<file path="src/rtl/pitf_pkg.sv">
`default_nettype none
package pitf_pkg;

    // Pulse ID field and its wrap
    localparam logic [16:0] PID_MASK = 17'h1FFFF;
    localparam logic [17:0] PID_WRAP = 18'd131040;
    localparam logic [16:0] LOST_PID_RESET = 17'd131040;

    // Ring depth default and register reset values
    localparam int DEF_RING_DEPTH = 32;
    localparam logic [7:0]  FID_RESET = 8'd3;
    localparam logic [19:0] TOL_RESET = 20'd16666;

    // Register indexes
    localparam logic CFG_FIDUCIALS = 1'b0;
    localparam logic CFG_TOLERANCE = 1'b1;

    typedef enum logic [1:0] {
        OP_TRIGGER = 2'd0,
        OP_TAG     = 2'd1,
        OP_ACQUIRE = 2'd2,
        OP_RESTART = 2'd3
    } op_t;

    typedef enum logic [3:0] {
        ST_IDLE,
        ST_LOAD,
        ST_EXEC,
        ST_GMOD,
        ST_GCHK,
        ST_GDIV,
        ST_GMUL,
        ST_GWRAP,
        ST_FINISH
    } state_t;

    typedef struct packed {
        op_t         op;
        logic [31:0] stamp_seconds;
        logic [31:0] stamp_nsec;
        logic        time_ok;
        logic [19:0] elapsed_us;
        logic        acquire;
    } item_t;

    typedef struct packed {
        logic        status;
        logic [31:0] tag_seconds;
        logic [31:0] tag_nsec;
        logic        trigger_enable;
        logic [31:0] lost_image_total;
        logic [31:0] resync_total;
        logic [31:0] invalid_pulse_total;
        logic [16:0] last_lost_pulse_id;
        logic [5:0]  fifo_count;
    } result_t;

endpackage
`default_nettype wire

</file>
<file path="src/rtl/pulse_id_tag_fifo_unit.sv">
`default_nettype none
// Pulse ID timestamp ring for camera image tagging.
// Command channel: an item (item) is taken when start is high and busy low.
// Op trigger pushes the event stamp, op tag pops the oldest stamp as the
// image tag, op acquire restarts the ring, op restart re-enables the trigger.
// Each item yields one result on result, shown for one cycle with done high;
// the receiver cannot stall and must take it in that cycle.
// Configuration: cfg_we with cfg_index and cfg_data writes a register at
// once; write only while busy is low.
// Sequence: trigger, acquire and restart items, and tags on an empty ring or
// with a repeated ID, pass from acceptance through load, execute and finish
// to done. Other tags run the gap check: wrap reduction of the gap and a
// compare. When images are lost, a bit-serial restoring divide by the
// fiducial step follows, then a multiply and a wrap reduction of the
// product.
// One item is in flight at a time; the next may start in the cycle its
// result is shown.
// Reset clears the ring pointers, counters, flags and per-entry valid bits;
// a never written entry reads as zero. No clearing pass is needed.
module pulse_id_tag_fifo_unit
    import pitf_pkg::*;
#(
    parameter int RING_DEPTH = DEF_RING_DEPTH
) (
    input  wire logic        clk,
    input  wire logic        rst_n,
    input  wire logic        start,
    output logic             busy,
    input  wire item_t       item,
    output logic             done,
    output result_t          result,
    input  wire logic        cfg_we,
    input  wire logic        cfg_index,
    input  wire logic [19:0] cfg_data
);

    localparam int PTR_W = (RING_DEPTH > 1) ? $clog2(RING_DEPTH) : 1;
    localparam int CNT_W = $clog2(RING_DEPTH + 1);
    localparam logic [PTR_W-1:0] PTR_LAST = PTR_W'(RING_DEPTH - 1);
    localparam logic [CNT_W-1:0] CNT_FULL = CNT_W'(RING_DEPTH);

    // Ring storage and per-entry valid bits
    logic [63:0]           ring_mem [RING_DEPTH];
    logic [RING_DEPTH-1:0] vld_reg;
    logic [63:0]           rd_tail_reg, rd_new_reg;
    logic                  vld_tail_reg, vld_new_reg;

    // Control and datapath registers
    state_t         state_reg, state_next;
    item_t          item_reg, item_next;
    logic [7:0]     fid_reg;
    logic [19:0]    tol_reg;
    logic [PTR_W-1:0] head_reg, head_next, tail_reg, tail_next;
    logic [CNT_W-1:0] count_reg, count_next;
    logic           acq_reg, acq_next, trig_reg, trig_next, pend_reg, pend_next;
    logic [16:0]    last_id_reg, last_id_next;
    logic           last_vld_reg, last_vld_next;
    logic [31:0]    lost_reg, lost_next, resync_reg, resync_next, inval_reg, inval_next;
    logic [16:0]    lost_pid_reg, lost_pid_next;
    logic           status_reg, status_next;
    logic [31:0]    tsec_reg, tsec_next, tnsec_reg, tnsec_next;
    logic [16:0]    image_reg, image_next;
    logic [17:0]    diff_reg, diff_next, prod_reg, prod_next;
    logic [16:0]    dvd_reg, dvd_next;
    logic [7:0]     rem_reg, rem_next;
    logic [4:0]     bit_cnt_reg, bit_cnt_next;
    logic           done_next;
    result_t        result_next;

    logic           wr_en;
    logic [PTR_W-1:0] head_m1;
    logic [7:0]     fid_eff;
    logic [31:0]    tail_sec, tail_nsec;
    logic [24:0]    mult_w;
    logic [8:0]     trial;

    assign head_m1 = (head_reg == '0) ? PTR_LAST : head_reg - PTR_W'(1);
    assign fid_eff = (fid_reg == 8'd0) ? 8'd1 : fid_reg;
    assign tail_sec  = vld_tail_reg ? rd_tail_reg[63:32] : 32'd0;
    assign tail_nsec = vld_tail_reg ? rd_tail_reg[31:0]  : 32'd0;
    assign mult_w = dvd_reg * fid_eff;
    assign trial  = {rem_reg, dvd_reg[16]};
    assign busy   = (state_reg != ST_IDLE);

    // Ring memory: one write port, two registered read ports
    always_ff @(posedge clk)
    begin
        if (wr_en)
        begin
            ring_mem[head_reg] <= {item_reg.stamp_seconds, item_reg.stamp_nsec};
        end
        rd_tail_reg <= ring_mem[tail_reg];
        rd_new_reg  <= ring_mem[head_m1];
    end

    // Valid bits of the ring
    always_ff @(posedge clk or negedge rst_n)
    begin
        if (!rst_n)
        begin
            vld_reg      <= '0;
            vld_tail_reg <= 1'b0;
            vld_new_reg  <= 1'b0;
        end
        else
        begin
            if (wr_en)
            begin
                vld_reg[head_reg] <= 1'b1;
            end
            vld_tail_reg <= vld_reg[tail_reg];
            vld_new_reg  <= vld_reg[head_m1];
        end
    end

    // Next state
    always_comb
    begin
        state_next = state_reg;
        case (state_reg)
            ST_IDLE:   if (start) state_next = ST_LOAD;
            ST_LOAD:   state_next = ST_EXEC;
            ST_EXEC:
            begin
                if (item_reg.op == OP_TAG && count_reg != '0 &&
                    !(last_vld_reg && last_id_reg == tail_nsec[16:0]))
                    state_next = ST_GMOD;
                else
                    state_next = ST_FINISH;
            end
            ST_GMOD:   if (diff_reg < PID_WRAP) state_next = ST_GCHK;
            ST_GCHK:   state_next = (diff_reg > {10'd0, fid_eff}) ? ST_GDIV : ST_FINISH;
            ST_GDIV:   if (bit_cnt_reg == 5'd16) state_next = ST_GMUL;
            ST_GMUL:   state_next = ST_GWRAP;
            ST_GWRAP:  if (prod_reg < PID_WRAP) state_next = ST_FINISH;
            ST_FINISH: state_next = ST_IDLE;
            default:   state_next = ST_IDLE;
        endcase
    end

    // Datapath and outputs
    always_comb
    begin
        logic        id_bad, full, dup;
        logic [1:0]  rs_inc;
        logic [17:0] sum;
        logic [16:0] newest;
        id_bad = 1'b0;
        full = 1'b0;
        dup = 1'b0;
        rs_inc = 2'd0;
        sum = '0;
        newest = '0;
        item_next = item_reg;
        head_next = head_reg;
        tail_next = tail_reg;
        count_next = count_reg;
        acq_next = acq_reg;
        trig_next = trig_reg;
        pend_next = pend_reg;
        last_id_next = last_id_reg;
        last_vld_next = last_vld_reg;
        lost_next = lost_reg;
        resync_next = resync_reg;
        inval_next = inval_reg;
        lost_pid_next = lost_pid_reg;
        status_next = status_reg;
        tsec_next = tsec_reg;
        tnsec_next = tnsec_reg;
        image_next = image_reg;
        diff_next = diff_reg;
        prod_next = prod_reg;
        dvd_next = dvd_reg;
        rem_next = rem_reg;
        bit_cnt_next = bit_cnt_reg;
        wr_en = 1'b0;
        done_next = 1'b0;
        result_next = result;
        case (state_reg)
            ST_IDLE:
            begin
                if (start) item_next = item;
            end
            ST_EXEC:
            begin
                status_next = 1'b0;
                tsec_next = 32'd0;
                tnsec_next = 32'd0;
                case (item_reg.op)
                    OP_TRIGGER:
                    begin
                        id_bad = !item_reg.time_ok || (item_reg.stamp_nsec[16:0] == PID_MASK);
                        full = (count_reg >= CNT_FULL);
                        if (!item_reg.time_ok) rs_inc = 2'd1;
                        if (acq_reg)
                        begin
                            if (id_bad)
                            begin
                                inval_next = inval_reg + 32'd1;
                                rs_inc = rs_inc + 2'd1;
                            end
                            else if (!full)
                            begin
                                wr_en = 1'b1;
                                head_next = (head_reg == PTR_LAST) ? '0 : head_reg + PTR_W'(1);
                                count_next = count_reg + CNT_W'(1);
                            end
                            else
                            begin
                                lost_next = lost_reg + 32'd1;
                                rs_inc = rs_inc + 2'd1;
                            end
                        end
                        if (rs_inc != 2'd0)
                        begin
                            status_next = 1'b1;
                            trig_next = 1'b0;
                            pend_next = 1'b1;
                            head_next = '0;
                            tail_next = '0;
                            count_next = '0;
                            resync_next = resync_reg + {30'd0, rs_inc};
                        end
                    end
                    OP_TAG:
                    begin
                        if (count_reg != '0)
                        begin
                            tsec_next = tail_sec;
                            tnsec_next = tail_nsec;
                            dup = last_vld_reg && (last_id_reg == tail_nsec[16:0]);
                            if (dup)
                            begin
                                tnsec_next[16:0] = PID_MASK;
                                status_next = 1'b1;
                                trig_next = 1'b0;
                                pend_next = 1'b1;
                                resync_next = resync_reg + 32'd1;
                                head_next = '0;
                                tail_next = '0;
                                count_next = '0;
                                last_id_next = PID_MASK;
                            end
                            else
                            begin
                                last_id_next = tail_nsec[16:0];
                                last_vld_next = 1'b1;
                                image_next = tail_nsec[16:0];
                                newest = vld_new_reg ? rd_new_reg[16:0] : 17'd0;
                                sum = {1'b0, newest} + PID_WRAP;
                                diff_next = (sum < {1'b0, image_next}) ? 18'd0
                                                                      : sum - {1'b0, image_next};
                                if (trig_reg && item_reg.elapsed_us > tol_reg)
                                begin
                                    tnsec_next[16:0] = PID_MASK;
                                    status_next = 1'b1;
                                    trig_next = 1'b0;
                                    pend_next = 1'b1;
                                    head_next = '0;
                                    tail_next = '0;
                                    count_next = '0;
                                end
                                else
                                begin
                                    tail_next = (tail_reg == PTR_LAST) ? '0 : tail_reg + PTR_W'(1);
                                    count_next = count_reg - CNT_W'(1);
                                end
                            end
                        end
                        else
                        begin
                            tsec_next = item_reg.stamp_seconds;
                            tnsec_next = {tail_nsec[31:17], PID_MASK};
                        end
                    end
                    OP_ACQUIRE:
                    begin
                        if (!(item_reg.acquire && acq_reg))
                        begin
                            head_next = '0;
                            tail_next = '0;
                            count_next = '0;
                            acq_next = item_reg.acquire;
                            trig_next = item_reg.acquire;
                        end
                    end
                    default:
                    begin
                        if (pend_reg)
                        begin
                            trig_next = 1'b1;
                            pend_next = 1'b0;
                        end
                    end
                endcase
            end
            // Wrap reduction of the gap
            ST_GMOD:
            begin
                if (diff_reg >= PID_WRAP) diff_next = diff_reg - PID_WRAP;
            end
            ST_GCHK:
            begin
                dvd_next = diff_reg[16:0] - 17'd1;
                rem_next = 8'd0;
                bit_cnt_next = 5'd0;
            end
            // Restoring divide, one quotient bit per cycle
            ST_GDIV:
            begin
                if (trial >= {1'b0, fid_eff})
                begin
                    rem_next = 8'(trial - {1'b0, fid_eff});
                    dvd_next = {dvd_reg[15:0], 1'b1};
                end
                else
                begin
                    rem_next = trial[7:0];
                    dvd_next = {dvd_reg[15:0], 1'b0};
                end
                bit_cnt_next = bit_cnt_reg + 5'd1;
            end
            ST_GMUL:
            begin
                prod_next = {1'b0, image_reg} + mult_w[17:0];
            end
            ST_GWRAP:
            begin
                if (prod_reg >= PID_WRAP)
                    prod_next = prod_reg - PID_WRAP;
                else
                begin
                    lost_next = lost_reg + {15'd0, dvd_reg};
                    lost_pid_next = prod_reg[16:0];
                end
            end
            ST_FINISH:
            begin
                done_next = 1'b1;
                result_next.status = status_reg;
                result_next.tag_seconds = tsec_reg;
                result_next.tag_nsec = tnsec_reg;
                result_next.trigger_enable = trig_reg;
                result_next.lost_image_total = lost_reg;
                result_next.resync_total = resync_reg;
                result_next.invalid_pulse_total = inval_reg;
                result_next.last_lost_pulse_id = lost_pid_reg;
                result_next.fifo_count = 6'(32'(count_reg));
            end
            default:
            begin
                done_next = 1'b0;
            end
        endcase
    end

    // Control registers
    always_ff @(posedge clk or negedge rst_n)
    begin
        if (!rst_n)
        begin
            state_reg    <= ST_IDLE;
            fid_reg      <= FID_RESET;
            tol_reg      <= TOL_RESET;
            head_reg     <= '0;
            tail_reg     <= '0;
            count_reg    <= '0;
            acq_reg      <= 1'b0;
            trig_reg     <= 1'b0;
            pend_reg     <= 1'b0;
            last_id_reg  <= '0;
            last_vld_reg <= 1'b0;
            lost_reg     <= '0;
            resync_reg   <= '0;
            inval_reg    <= '0;
            lost_pid_reg <= LOST_PID_RESET;
            done         <= 1'b0;
        end
        else
        begin
            state_reg    <= state_next;
            if (cfg_we)
            begin
                if (cfg_index == CFG_FIDUCIALS) fid_reg <= cfg_data[7:0];
                else tol_reg <= cfg_data;
            end
            head_reg     <= head_next;
            tail_reg     <= tail_next;
            count_reg    <= count_next;
            acq_reg      <= acq_next;
            trig_reg     <= trig_next;
            pend_reg     <= pend_next;
            last_id_reg  <= last_id_next;
            last_vld_reg <= last_vld_next;
            lost_reg     <= lost_next;
            resync_reg   <= resync_next;
            inval_reg    <= inval_next;
            lost_pid_reg <= lost_pid_next;
            done         <= done_next;
        end
    end

    // Payload registers
    always_ff @(posedge clk)
    begin
        item_reg    <= item_next;
        status_reg  <= status_next;
        tsec_reg    <= tsec_next;
        tnsec_reg   <= tnsec_next;
        image_reg   <= image_next;
        diff_reg    <= diff_next;
        prod_reg    <= prod_next;
        dvd_reg     <= dvd_next;
        rem_reg     <= rem_next;
        bit_cnt_reg <= bit_cnt_next;
        result      <= result_next;
    end

endmodule
`default_nettype wire
</file>
<file path="config.mk">
export PLATFORM = sky130hd
export DESIGN_NAME = pulse_id_tag_fifo_unit
export DESIGN_NICKNAME = d
export VERILOG_FILES = /design/src/rtl/pitf_pkg.sv /design/src/rtl/pulse_id_tag_fifo_unit.sv
export SDC_FILE = /design/constraint.sdc
export NUM_CORES = 2
export LEC_CHECK = 0
export ABC_AREA = 0
export BUFFER_PORTS_ARGS = -buffer_cell sky130_fd_sc_hd__buf_2
export CORE_ASPECT_RATIO = 0.7
export CORE_MARGIN = 3
export CORE_UTILIZATION = 45
export CTS_CLUSTER_SIZE = 30
export DETAILED_ROUTE_END_ITERATION = 8
export PLACE_DENSITY = 0.6
export SLEW_MARGIN = 5
export SYNTH_ARGS = -nofsm -noshare
export SYNTH_HDL_FRONTEND = slang
export SYNTH_SLANG_ARGS = --single-unit
</file>
<file path="constraint.sdc">
create_clock -name clk -period 25 [get_ports clk]
set_input_delay 2.5 -clock clk [delete_from_list [all_inputs] [get_ports clk]]
set_output_delay 2.5 -clock clk [all_outputs]
set_load 0.05 [all_outputs]
</file>
# [Yosys cells after proc, flatten, opt, wreduce, memory -nomap -nowiden]
# Memories as Yosys holds them, arrays and structs flattened. A register that Yosys moved wholly into a read port is not among the register bits.
# Index checks and enable logic that the tools add are counted.
[word_totals] reg_bits=638 ramBits=2048 out_inout_bits=187 elab_cells=265 memories=1
[memory_table] name="ring_mem" depth=32 width=64 read_ports=2 rd_ports_with_merged_regs=2 wr=1 line="pulse_id_tag_fifo_unit.sv:43" rtl="logic [63:0] ring_mem [RING_DEPTH];"
[op_classes] add_sub_neg=19 multipliers=1 magnitude_cmp=13 n_eq_ne=37 n_mux=104 bitwise=6 reduce_logical=41
[op_table] cell="32-bit 2-to-1 mux" count=11
[op_table] cell="32-bit one-hot mux with 2 select lines" count=2
[op_table] cell="18-bit 2-to-1 mux" count=6
[op_table] cell="32-bit by 1-bit adder with 32-bit output (second input constant)" count=3
[op_table] cell="17-bit 2-to-1 mux" count=5
[op_table] cell="5-bit 2-to-1 mux" count=15
[op_table] cell="18-bit one-hot mux with 2 select lines" count=2
[op_table] cell="6-bit 2-to-1 mux" count=8
[op_table] cell="18-bit by 17-bit >= comparator with 1-bit output (second input constant)" count=2
[op_table] cell="18-bit by 17-bit less-than comparator with 1-bit output (second input constant)" count=2
[op_table] cell="18-bit by 17-bit subtractor with 18-bit output (second input constant)" count=2
[op_table] cell="17-bit one-hot mux with 2 select lines" count=1
[op_table] cell="32-bit by 17-bit adder with 32-bit output" count=1
[op_table] cell="32-bit by 2-bit adder with 32-bit output" count=1
[op_table] cell="2-bit inequality test (second input constant)" count=16
[op_table] cell="32-bit bitwise OR" count=1
[op_table] cell="4-bit one-hot mux with 8 select lines" count=1
[op_table] cell="5-bit one-hot mux with 3 select lines" count=2
[op_table] cell="1-bit 2-to-1 mux" count=27
[op_table] cell="4-bit 2-to-1 mux" count=6
[op_table] cell="20-bit greater-than comparator" count=1
[op_table] cell="5-bit AND reduction" count=4
[op_table] cell="17-bit by 17-bit adder with 18-bit output (second input constant)" count=1
[op_table] cell="17-bit by 18-bit adder with 18-bit output" count=1
[op_table] cell="other kinds (54)" count=100

# [Depth between registers and ports, before layout]
[depth] ltp_word=12 depth_mapped=22 depth_no_buf=21

# [Worst setup path after synthesis]
# OpenSTA, ideal clock, no wires.
[synth_path] path_type="register to register" start="reg state_reg[0]" end="reg done" setup_ns=2.012 arrival_ns=19.576 required_ns=22.988 slack_ns=3.412 path_stages_with_launch=3 n_path_buf=1 path_cell_list="dfrtp_1 clkbuf_1 nor4b_1"
[synth_between] elab_chain_cells=2
[synth_rtl] element="start: declaration" line="pulse_id_tag_fifo_unit.sv:49" rtl="state_t state_reg, state_next;"
[synth_rtl] element="start signal: assignment" line="pulse_id_tag_fifo_unit.sv:381" rtl="state_reg <= state_next;"
[synth_rtl] element="4-bit == test" line="pulse_id_tag_fifo_unit.sv:179" rtl="case (state_reg)"
[synth_rtl] element="1-bit 2-to-1 mux" line="pulse_id_tag_fifo_unit.sv:179"
[synth_rtl] element="named net done_next" line="pulse_id_tag_fifo_unit.sv:67" rtl="logic done_next;"
[synth_rtl] element="end signal: assignment" line="pulse_id_tag_fifo_unit.sv:399" rtl="done <= done_next;"
[synth_rtl] element="end: declaration" line="pulse_id_tag_fifo_unit.sv:30" rtl="output logic done,"
# The timed path passes the listed nets, and every way through them passes these cells.
# A chain may end at the register's enable or synchronous reset.

# [Worst setup path in the final report]
[layout_path] start="reg fid_reg[5]" end="reg prod_reg[16], data pin"
[layout_between] elab_chain_cells=5
[layout_rtl] element="start: declaration" line="pulse_id_tag_fifo_unit.sv:51" rtl="logic [7:0] fid_reg;"
[layout_rtl] element="start signal: assignment" line="pulse_id_tag_fifo_unit.sv:384" rtl="if (cfg_index == CFG_FIDUCIALS) fid_reg <= cfg_data[7:0];"
[layout_rtl] element="8-bit zero test" line="pulse_id_tag_fifo_unit.sv:78" rtl="assign fid_eff = (fid_reg == 8'd0) ? 8'd1 : fid_reg;"
[layout_rtl] element="8-bit 2-to-1 mux *" line="pulse_id_tag_fifo_unit.sv:78"
[layout_rtl] element="17-bit by 8-bit multiplier with 18-bit output *" line="pulse_id_tag_fifo_unit.sv:81" rtl="assign mult_w = dvd_reg * fid_eff;"
[layout_rtl] element="17-bit by 18-bit adder with 18-bit output *" line="pulse_id_tag_fifo_unit.sv:325" rtl="prod_next = {1'b0, image_reg} + mult_w[17:0];"
[layout_rtl] element="18-bit one-hot mux with 2 select lines *" line="pulse_id_tag_fifo_unit.sv:179"
[layout_rtl] element="named net prod_next[16]" line="pulse_id_tag_fifo_unit.sv:63" rtl="logic [17:0] diff_reg, diff_next, prod_reg, prod_next;"
[layout_rtl] element="end signal: assignment" line="pulse_id_tag_fifo_unit.sv:412" rtl="prod_reg <= prod_next;"
[layout_rtl] element="end: declaration" line="pulse_id_tag_fifo_unit.sv:63"
# Mark *: on every way through the listed nets, which the timed path passes. The rest lies on a longest branch.

==> metrics.json <==
{
  "floorplan.die_area": {"value": 0.262, "unit": "mm2"},
  "drtPass1Iterations": {"value": 8},
  "timing.setup.critical_path_class": {"value": "reg2reg"},
  "synth_compound_gate_area_share": {"value": 3.52, "unit": "%"},
  "regToRegEndpoint": {"value": "prod_reg[16]"},
  "clock_sink_count": {"value": 2767},
  "timing_worst_slew_pin_value": {"value": 1.31, "unit": "ns"},
  "fraction_of_the_mapped_netlist_area_in_simple_logic_gates": {"value": 4.16, "unit": "%"},
  "gp_routability_congestion": {"value": 0.857},
  "reg2reg_depth": {"value": 19},
  "syn_avg_cell_area": {"value": 18.6, "unit": "um2"},
  "worst_hold_path.num_cells": {"value": 0},
  "asyncSetResetFlopFracSynth": {"value": 7.84, "unit": "%"},
  "postCtsHoldBufs": {"value": 0},
  "vias_cell": {"value": 6.13},
  "synthFlopType": {"value": "sky130_fd_sc_hd__edfxtp_1"},
  "syn2layout_area_growth": {"value": 13.0, "unit": "%"},
  "final_max_slew_viol_count": {"value": 0},
  "worst-path-max-fanout": {"value": 19},
  "grt_overflow": {"value": 0},
  "cell_area_synth": {"value": 0.115, "unit": "mm2"},
  "category_of_the_worst_setup_path_launch_point": {"value": "register"},
  "post_synth_xor_area_fraction": {"value": 1.36, "unit": "%"},
  "synth-edff-count": {"value": 2469},
  "worst_hold_startpoint": {"value": "tsec_reg[3]"},
  "fin_setup_tns": {"value": 0, "unit": "ns"},
  "synth_top_family_by_area": {"value": "multiplexers"},
  "groute.usage.overall": {"value": 23.7, "unit": "%"},
  "final_hold_slack": {"value": 0.417, "unit": "ns"},
  "grt_pass1_wl": {"value": 449, "unit": "mm"},
  "route.detailed.wl_per_inst": {"value": 30.9, "unit": "um"},
  "drc_errors": {"value": 0},
  "path_clk_slew": {"value": 0.06, "unit": "ns"},
  "cts_setup_buffers": {"value": 0},
  "antenna_found_initial": {"value": 21},
  "share_of_layout_cells_above_drive_strength_1": {"value": 26.7, "unit": "%"},
  "num-fill-cells": {"value": 20100},
  "netlist.top_cell.by_area": {"value": "sky130_fd_sc_hd__edfxtp_1"},
  "routed-via-count": {"value": 62200},
  "via_count_of_the_first_global_routing_pass": {"value": 60500},
  "clock_latency": {"value": 0.86, "unit": "ns"},
  "max_stage_delay": {"value": 0.77, "unit": "ns"},
  "synth_sequential_area_ratio": {"value": 70.6, "unit": "%"},
  "slew-limit-headroom": {"value": 12.4, "unit": "%"},
  "grt_max_degree": {"value": 148},
  "io_buf_count": {"value": 299},
  "wirelength": {"value": 314, "unit": "mm"},
  "yosys_register_bits": {"value": 2767},
  "cts.path.max_buffers": {"value": 4},
  "hold_violations": {"value": 0},
  "floorplan.io_pins": {"value": 300},
  "cp_cell_instances": {"value": "nor4_1 > a41o_1 > nand2_1 > fa_1 > fa_1 > inv_1 > ha_1 > inv_1 > fa_1 > inv_1 > ha_1 > a21oi_1 > nor2b_1 > o31ai_1 > a21oi_1 > a41oi_1 > a21oi_1 > a211o_1 > o211a_1"},
  "cts_root_buf": {"value": "sky130_fd_sc_hd__clkbuf_16"},
  "dp_hpwl": {"value": 173, "unit": "mm"},
  "htree_levels": {"value": 5},
  "route.antenna.remaining_nets": {"value": 0},
  "r2r_start": {"value": "fid_reg[5]"},
  "synth-warning-count": {"value": 0},
  "worstPathArrival": {"value": 6.67, "unit": "ns"},
  "rows": {"value": 154},
  "synth.mux.area_fraction": {"value": 15.6, "unit": "%"},
  "drt-initial-drc-count": {"value": 7976},
  "fin_nets": {"value": 6903},
  "cts_buffers": {"value": 280},
  "post-route-min-period": {"value": 6.10, "unit": "ns"},
  "placeableCoreArea": {"value": 0.253, "unit": "mm2"},
  "synth.most_common_cell": {"value": "sky130_fd_sc_hd__edfxtp_1"},
  "postSynthNetCount": {"value": 6499},
  "rsz_0062_raised_after_global_routing": {"value": "false"},
  "die_width": {"value": 610, "unit": "um"},
  "synth_fa_ha_area_share": {"value": 2.93, "unit": "%"},
  "synth_top_cell_area_share": {"value": 64.5, "unit": "%"},
  "min_to": {"value": "result[155]"},
  "fin_crit_sh": {"value": 24.4, "unit": "%"},
  "p_leak": {"value": 43.2, "unit": "nW"},
  "critical_path.slowest_cell": {"value": "sky130_fd_sc_hd__a41o_1"},
  "setup_viol_count_final": {"value": 0},
  "cap_viol_max_count": {"value": 0},
  "fp.dieH": {"value": 429, "unit": "um"},
  "netlist-cell-type-count": {"value": 84},
  "synth.area.top_cells": {"value": "sky130_fd_sc_hd__edfxtp_1, sky130_fd_sc_hd__mux4_2, sky130_fd_sc_hd__dfrtp_1"},
  "cell_pwr_density": {"value": 107, "unit": "mW/mm2"},
  "crit_path_end_kind": {"value": "register"},
  "cp_data_required_time": {"value": 25.58, "unit": "ns"},
  "initial_core_util": {"value": 45.5, "unit": "%"},
  "highest_achievable_clock_rate": {"value": 164, "unit": "MHz"},
  "worst-r2r-setup-slack": {"value": 18.90, "unit": "ns"},
  "hold_class": {"value": "reg2reg"},
  "largest_register_ff_count": {"value": 2048},
  "peakVddDrop": {"value": 0.111, "unit": "mV"},
  "outcome": {"value": "complete, no violations"},
  "synth_common_cells": {"value": "sky130_fd_sc_hd__edfxtp_1, sky130_fd_sc_hd__mux4_2, sky130_fd_sc_hd__nand2_1"},
  "post_cts_resize_count": {"value": 0},
  "synth_cells": {"value": 6172},
  "clock_tree_from_tritoncts": {"value": "built"},
  "fin_skew": {"value": 0.0569, "unit": "ns"}
}
==> logic make-up after synthesis <==
family / after synthesis
adder cells (fa/ha/maj): 214
multiplexers: 872
AO/OA/AOI/OAI: 605
buffers and inverters: 544
flip-flops: 2767
AND/OR/NAND/NOR: 992
XOR/XNOR: 178
==> area by class of cell <==
cell class / instances / area [um2] / area share, %
Sequential cell: 2767 / 81200 / 62.5
Multi-Input combinational cell: 2861 / 32000 / 24.7
Clock buffer: 375 / 7800 / 6.00
Tap cell: 3354 / 4200 / 3.23
Timing Repair Buffer: 444 / 2620 / 2.02
Clock inverter: 125 / 1220 / 0.936
Inverter: 222 / 833 / 0.641
Antenna cell: 1 / 2.50 / 0.00193
==> stage by stage <==
stage	instance area, um2	worst slack, ns	cells	total power [W]	utilization [%]
5_1_grt	130000	18.55	10100	0.0145	51.4
3_3_place_gp	121000	18.96	9648	0.00973	47.8
3_5_place_dp	121000	19.04	9648	0.00976	47.8
4_1_cts	130000	18.95	10100	0.0139	51.4
6_report	130000	18.90	10100	0.0139	51.4
2_1_floorplan	115000	3.41	6172	0.00864	-
==> cells in the final DEF, fill, tap and decap left out, drive strengths merged, types with 87 or more instances in the layout <==
master and instances:
a21oi 94, buf 444, clkbuf 375, dfrtp 198
edfxtp 2469, fa 92, ha 122, inv 236
mux2 109, mux4 725, nand2 361, nand3 92
nor2 165, o21ai 152, xnor2 91, xor2 87
==> per-layer routing <==
metal / track usage, % / up-vias / routed length [um]
met5: 0 / - / 11
met4: 5.49 / 2 / 7120
met3: 4.77 / 450 / 28300
met2: 34.7 / 3093 / 140000
met1: 36.7 / 33100 / 139000
li1: - / 25500 / -
==> worst max path at each step <==
stage                       from      endpoint  slack [ns]  cells after the start
finish                fid_reg[5]  prod_reg[16]       18.90                     19
global route          fid_reg[5]  prod_reg[16]       18.55                     19
CTS                   fid_reg[5]  prod_reg[16]       18.95                     19
detailed placement    fid_reg[5]  prod_reg[16]       19.04                     19
global placement      fid_reg[5]  prod_reg[16]       18.96                     19
floorplan           state_reg[0]          done        3.41                      2
==> power by group <==
group	internal [W]	switching (W)	total [W]	leakage, nW
registers	0.00554	0.000363	0.00590	25.8
clock network	0.00241	0.00177	0.00418	4.44
logic	0.00166	0.00211	0.00377	13.0
==> worst max-delay path: cells and delay by family, from the launching register on <==
kind                     cells  cell delay (ns)
buffers and inverters        3             0.14
AND/OR/NAND/NOR              3             0.65
AO/OA/AOI/OAI                8             2.43
flip-flops                   1             0.53
adder cells (fa/ha/maj)      5             2.09
Note: power is estimated with default switching activity, not from simulation.
